[src/sv/cuct_pkg.sv]
`timescale 1ns / 1ps
// ----------------------------------------------------------------------------
// cuct_pkg
// shared types and codes of the channel usage counter table
// ----------------------------------------------------------------------------
package cuct_pkg;

    localparam logic [1:0] ACT_CREATE  = 2'd0;
    localparam logic [1:0] ACT_DESTROY = 2'd1;
    localparam logic [1:0] ACT_UPDATE  = 2'd2;
    localparam logic [1:0] ACT_QUERY   = 2'd3;

    localparam logic [1:0] STAT_OK        = 2'd0;
    localparam logic [1:0] STAT_NO_GROUP  = 2'd1;
    localparam logic [1:0] STAT_PAIR_FULL = 2'd2;
    localparam logic [1:0] STAT_PURP_FULL = 2'd3;

    typedef enum logic [2:0] {
        ST_IDLE,
        ST_DISPATCH,
        ST_SWEEP,
        ST_RDCAP,
        ST_SEARCH,
        ST_APPLY,
        ST_DONE
    } state_t;

    typedef struct packed {
        logic [7:0]  owner;
        logic [7:0]  remote;
        logic [31:0] tally;
    } pair_entry_t;

    typedef struct packed {
        logic [7:0]  owner;
        logic [7:0]  remote;
        logic [31:0] key;
        logic [7:0]  tally;
    } purp_entry_t;

    // control from the sequencer to one ring
    typedef struct packed {
        logic rotate;
        logic kill;
        logic wr_en;
        logic wr_valid;
    } ring_ctl_t;

    // control from a ring to one of its cells
    typedef struct packed {
        logic shift;
        logic wr_en;
    } cell_ctl_t;

endpackage

[src/sv/cuct_cell.sv]
`timescale 1ns / 1ps
// ----------------------------------------------------------------------------
// cuct_cell
// one table entry of a ring: takes its neighbor's entry on shift
// ----------------------------------------------------------------------------
module cuct_cell #(
    parameter int W = 48
) (
    input  logic                clk,
    input  logic                rst_n,
    input  cuct_pkg::cell_ctl_t ctl,
    input  logic                prev_valid,
    input  logic [W-1:0]        prev_data,
    input  logic                wr_valid,
    input  logic [W-1:0]        wr_data,
    output logic                valid,
    output logic [W-1:0]        data
);

    logic         valid_reg;
    logic         valid_next;
    logic [W-1:0] data_reg;
    logic [W-1:0] data_next;

    always_comb
    begin
        valid_next = valid_reg;
        data_next  = data_reg;
        priority if (ctl.wr_en)
        begin
            valid_next = wr_valid;
            data_next  = wr_data;
        end
        else if (ctl.shift)
        begin
            valid_next = prev_valid;
            data_next  = prev_data;
        end
    end

    always_ff @(posedge clk or negedge rst_n)
    begin
        if (!rst_n)
        begin
            valid_reg <= 1'b0;
        end
        else
        begin
            valid_reg <= valid_next;
        end
    end

    always_ff @(posedge clk)
    begin
        data_reg <= data_next;
    end

    assign valid = valid_reg;
    assign data  = data_reg;

endmodule

[src/sv/cuct_ring.sv]
`timescale 1ns / 1ps
// ----------------------------------------------------------------------------
// cuct_ring
// associative table as a ring of cells; the tail entry is seen each cycle
// ----------------------------------------------------------------------------
module cuct_ring #(
    parameter int N = 64,
    parameter int W = 48
) (
    input  logic                 clk,
    input  logic                 rst_n,
    input  cuct_pkg::ring_ctl_t  ctl,
    input  logic [$clog2(N)-1:0] wr_idx,
    input  logic [W-1:0]         wr_data,
    output logic                 tail_valid,
    output logic [W-1:0]         tail_data
);

    logic         v [N];
    logic [W-1:0] d [N];

    for (genvar i = 0; i < N; i++)
    begin : g_cell
        cuct_pkg::cell_ctl_t cctl;
        logic                pv;
        logic [W-1:0]        pd;

        assign cctl.shift = ctl.rotate;
        assign cctl.wr_en = ctl.wr_en && (wr_idx == ($clog2(N))'(i));

        if (i == 0)
        begin : g_head
            // wrap link; entries being torn down drop out here
            assign pv = v[N-1] & ~ctl.kill;
            assign pd = d[N-1];
        end
        else
        begin : g_body
            assign pv = v[i-1];
            assign pd = d[i-1];
        end

        cuct_cell #(.W(W)) u_cell (
            .clk        (clk),
            .rst_n      (rst_n),
            .ctl        (cctl),
            .prev_valid (pv),
            .prev_data  (pd),
            .wr_valid   (ctl.wr_valid),
            .wr_data    (wr_data),
            .valid      (v[i]),
            .data       (d[i])
        );
    end

    assign tail_valid = v[N-1];
    assign tail_data  = d[N-1];

endmodule

[config.mk]
export PLATFORM = sky130hd
export DESIGN_NAME = cuct_ring
export DESIGN_NICKNAME = d
export VERILOG_FILES = /design/src/sv/cuct_pkg.sv /design/src/sv/cuct_cell.sv /design/src/sv/cuct_ring.sv
export SDC_FILE = /design/constraint.sdc
export NUM_CORES = 2
export LEC_CHECK = 0
export BUFFER_PORTS_ARGS = -buffer_cell sky130_fd_sc_hd__buf_4
export CORE_MARGIN = 8
export CORE_UTILIZATION = 63
export CTS_BUF_LIST = sky130_fd_sc_hd__clkbuf_4 sky130_fd_sc_hd__clkbuf_8
export CTS_CLUSTER_DIAMETER = 80
export DETAILED_ROUTE_END_ITERATION = 10
export HOLD_SLACK_MARGIN = 0.08
export PLACE_DENSITY = 0.78
export SLEW_MARGIN = 0
export SYNTH_ARGS = -nofsm -noshare
export SYNTH_HDL_FRONTEND = slang
export SYNTH_HIERARCHICAL = 1
export SYNTH_SLANG_ARGS = --single-unit
[constraint.sdc]
create_clock -name clk -period 1.8 [get_ports clk]
set_clock_uncertainty 0.15 [all_clocks]
set_input_delay 0.18 -clock clk [delete_from_list [all_inputs] [get_ports clk]]
set_output_delay 0.18 -clock clk [all_outputs]
set_load 0.02 [all_outputs]
[Word level (Yosys, flattened, before mapping)]
Index checks and enable logic that the tools add are counted.
Storage, ports and cells
  output and inout port bits: 49
  flip-flop bits (word level): 3136
  bits of input ports: 60
  word-level logic and storage cells: 578
Cells by class
  eq/ne operators: 63
  bitwise operators: 2
  muxes and demuxes: 256
  reductions and logical operators: 129
Operators with widths (number)
  2-to-1 mux 48 bit: 128
  equality test 6 bit, second input constant: 32
  2-to-1 mux 1 bit: 128
  nonzero test 2 bit: 64
  equality test 6 x 5 -> 1 bit, second input constant: 16
  logical AND 1 bit: 64
  equality test 6 x 4 -> 1 bit, second input constant: 8
  equality test 6 x 3 -> 1 bit, second input constant: 4
  equality test 6 x 2 -> 1 bit, second input constant: 2
  equality test 6 x 1 -> 1 bit, second input constant: 1
  zero test 6 bit: 1
  AND 1 bit: 1
  NOT 1 bit: 1

[Longest topological paths before layout]
  word-level depth: 4
  depth in mapped cells: 8
  mapped depth without buffers: 4

[By module]
Netlist, hierarchy kept.
Modules (own cells, without submodules)
  cuct_cell: cells an instance 107, area an instance 2314.7 µm², instances 64
  cuct_ring: cells an instance 94, area an instance 475.5 µm², instances 1

[Worst setup path after synthesis]
OpenSTA, ideal clock, no wires.
  kind: input port to flip-flop
  start: input wr_idx[4]
  end: register g_cell[7].u_cell.data_reg[0] (enable)
  slack: -709 ps
  data arrival time: 1974 ps
  cell stages on the path: 7
  setup time: 384 ps
  path through: or3b_1 clkbuf_1 buf_2 nor2_1 buf_6 buf_8 or2_2
RTL lines
  start, declared: line cuct_ring.sv:13  | input logic [$clog2(N)-1:0] wr_idx,
  end signal, assigned: line cuct_cell.sv:55  | data_reg <= data_next;
  end, declared: line cuct_cell.sv:22  | logic [W-1:0] data_reg;

==> impl_metrics.ini <==
[clocking]
clock_latency_ns = 1.08
clock-sinks = 3136
cts_max_level = 6
cts_tree = yes
cts-root-buf = clkbuf_8
path_clk_slew_ns = 0.06
numCtsBuffers = 534
cts_buffer_depth = 4

[grt]
track_usage_pct = 24.9
antenna_found_initial = 7
grt_pass1_wl_mm = 476
grt_max_degree = 65
grt_pass1_vias = 72600
gr-total-overflow = 0

[routing]
ant_nets = 0
drc_errors = 0
finalWirelength_mm = 324
avgViaCountPerCell = 5.89
first_pass_iters = 6
wl_per_cell_um = 27.5
vias = 69300
drt_iter0_drc = 5702

[sta]
setup_viol_count_final = 1881
finalWorstSetupSlack_ns = -0.443
fin_hold_ws_ns = -0.0972
fin_crit_sh_pct = 125
min_period_ns = 2.24
fmax_mhz = 446
worst_pin_slew_ns = 1.30
hold_violations = 10
rsz0062_at_grt = true
slew_headroom_pct = 13.5
slew_viol_final = 0

[critical_path]
cp.depth = 9
worst-endpoint-required_ns = 2.48
worstSetupStartpointType = input pin
cp_top_family = buffers and inverters
max_stage_delay_ns = 0.91
cp.arrival_ns = 2.92
critPathMaxFanout = 16
path_cells = buf_4 -> buf_4 -> dlygate4sd3_1 -> nand3_2 -> buf_12 -> nor2_4 -> buf_12 -> dlygate4sd3_1 -> mux2_4
crit_path_end_kind = register
path_buf_inv = 6
reg2reg_depth = 5
slowest_stage = dlygate4sd3_1
worstSetupPathType = in -> reg

[synth]
ys_warn_count = 6
synthFlopType = edfxtp_1
synth_area_mm2 = 0.149
synth_top_area_share_pct = 62.1
syn_nets = 7002
syn_inst = 6942
ys_types = 24
avgSynthCellArea_um2 = 21.4
ys_ff_latch = 3136
synth.area.top_cells = edfxtp_1, mux2_4, buf_12
async_reset_ff_share_pct = 2.04
yosys.area.top_type = edfxtp_1
synth_edf_count = 3072
seq_area_frac_synth_pct = 63.1

[worst_hold_path]
hold_depth = 7
hold_path_class = in -> reg

[power_and_ir_drop]
switching_share_pct = 22.4
power.density_mw_per_mm2 = 962
leakage_nw = 65.0
finalPower_mw = 163
p_seq_share_pct = 53.9
pwr-share-clk_pct = 38.1
switchingPower_mw = 36.7
combPwrFrac_pct = 8.1
peakVddDrop_uv = 792
intPower_mw = 127

[layout]
final_util_pct = 72.3
drive_above_1_share_pct = 59.1
fin_nets = 8306
fillers = 13200
largest_reg_flops = 3072
area_delta_synth_final_pct = 14.3

[floorplan]
die-area_mm2 = 0.252
rows = 178
core_mm2 = 0.235
die_w_um = 502
die_h_um = 502
start_util_pct = 63.3
num_io_pins = 109

[job]
maxCapViolations = 0

[run_status]
status = finished, violations left
violations = negative hold slack, negative setup slack

[placed_design]
dp.final_hpwl_mm = 192
place.gp.congestion = 0.807
io_buffers = 108
worst reg2reg max path, stage by stage, from the launching register on:
cell     delay [ns]
dfrtp_2        0.43
buf_4          0.14
buf_4          0.11
nor2b_1        0.46
mux2i_1        0.15
o21ai_0        0.20
final cells by class:
type / instances / area, um2 / share of cell area [%]
flip-flops and latches: 3136 / 93900 / 55.3
multi-input cells: 3413 / 48600 / 28.6
repair buffers: 1161 / 13300 / 7.83
clock buffers: 727 / 8940 / 5.26
well taps: 3150 / 3940 / 2.32
clock inverters: 184 / 1160 / 0.685
diodes: 8 / 20.0 / 0.0118
routing by layer:
layer	up-vias	track usage, %	share of wire [%]
li1	29900	-	-
met1	36400	35.0	43
met2	2491	40.0	48
met3	546	5.03	6.8
met4	0	7.18	2.7
met5	-	0	0
cells by family after synthesis:
group	after synthesis	share of synthesized area, %
multiplexers	3136	31.3
flip-flops	3136	63.1
buffers and inverters	393	4.60
AND/OR/NAND/NOR	213	0.727
AO/OA/AOI/OAI	64	0.216
repair_timing:
action                                  4_1_cts  5_1_grt
buffers inserted                             56       39
gates resized for setup                      58       12
pin swaps                                     0        4
endpoints found under the setup margin       49     1949
hold buffers                                 73       12
cloned                                        0        5
hold endpoints to repair                   6272      440
Yosys cell counts (all sizes together), types with 6 or more instances:
master   number
buf         386
clkbuf        7
dfrtp        64
edfxtp     3072
mux2       3072
mux2i        64
nand2        64
nand4bb       6
nor2         64
o21ai        64
or2          64
power by group through the flow:
stage | registers (mW) | logic, mW | clock network, mW
global placement | 89.3 | 12.1 | 0
global route | 88.3 | 13.8 | 66.4
detailed placement | 89.4 | 12.5 | 0
finish | 88.0 | 13.2 | 62.2
CTS | 88.0 | 13.0 | 63.2
floorplan | 88.4 | 7.85 | 0
cells in the final DEF (no fill, tap or decap), drive strengths merged, types with 2 or more instances in the layout:
master,n
buf,1076
bufinv,11
clkbuf,732
clkinv,142
clkinvlp,17
dfrtp,64
diode,8
dlygate4sd3,76
dlymetal6s4s,4
edfxtp,3072
inv,14
mux2,3072
mux2i,64
nand2,64
nand3b,2
nand4b,4
nand4bb,6
nor2,64
o21ai,64
or2,64
or4b,4
metrics by stage:
| stage | TNS, ns | area [um2] | cells | setup slack (ns) |
|---|---|---|---|---|
| final | -290.95 | 170000 | 11800 | -0.443 |
| after global routing | -196.35 | 170000 | 11800 | -0.461 |
| after CTS | -27.29 | 169000 | 11700 | -0.385 |
| after detailed placement | -2295.50 | 158000 | 10700 | -0.679 |
| after global placement | -2170.15 | 158000 | 10700 | -0.658 |
| after floorplan | -1156.41 | 149000 | 6942 | -0.439 |
final timing paths:
| kind | start | endpoint | slack [ns] |
|---|---|---|---|
| max | wr_idx[5] | g_cell[63].u_cell/data[2]$_DFFE_PP_ | -0.44 |
| min | wr_idx[5] | g_cell[3].u_cell/valid$_DFFE_PN0P_ | -0.1 |
| max reg2reg | g_cell[63].u_cell/valid$_DFFE_PN0P_ | g_cell[0].u_cell/valid$_DFFE_PN0P_ | 0.12 |
| min reg2reg | g_cell[0].u_cell/data[42]$_DFFE_PP_ | g_cell[1].u_cell/data[42]$_DFFE_PP_ | 0.36 |
| max in group asynchronous | rst_n | g_cell[23].u_cell/valid$_DFFE_PN0P_ | 0.48 |
| min in group asynchronous | rst_n | g_cell[40].u_cell/valid$_DFFE_PN0P_ | 0.54 |
Power figures use the tool's default switching activity.
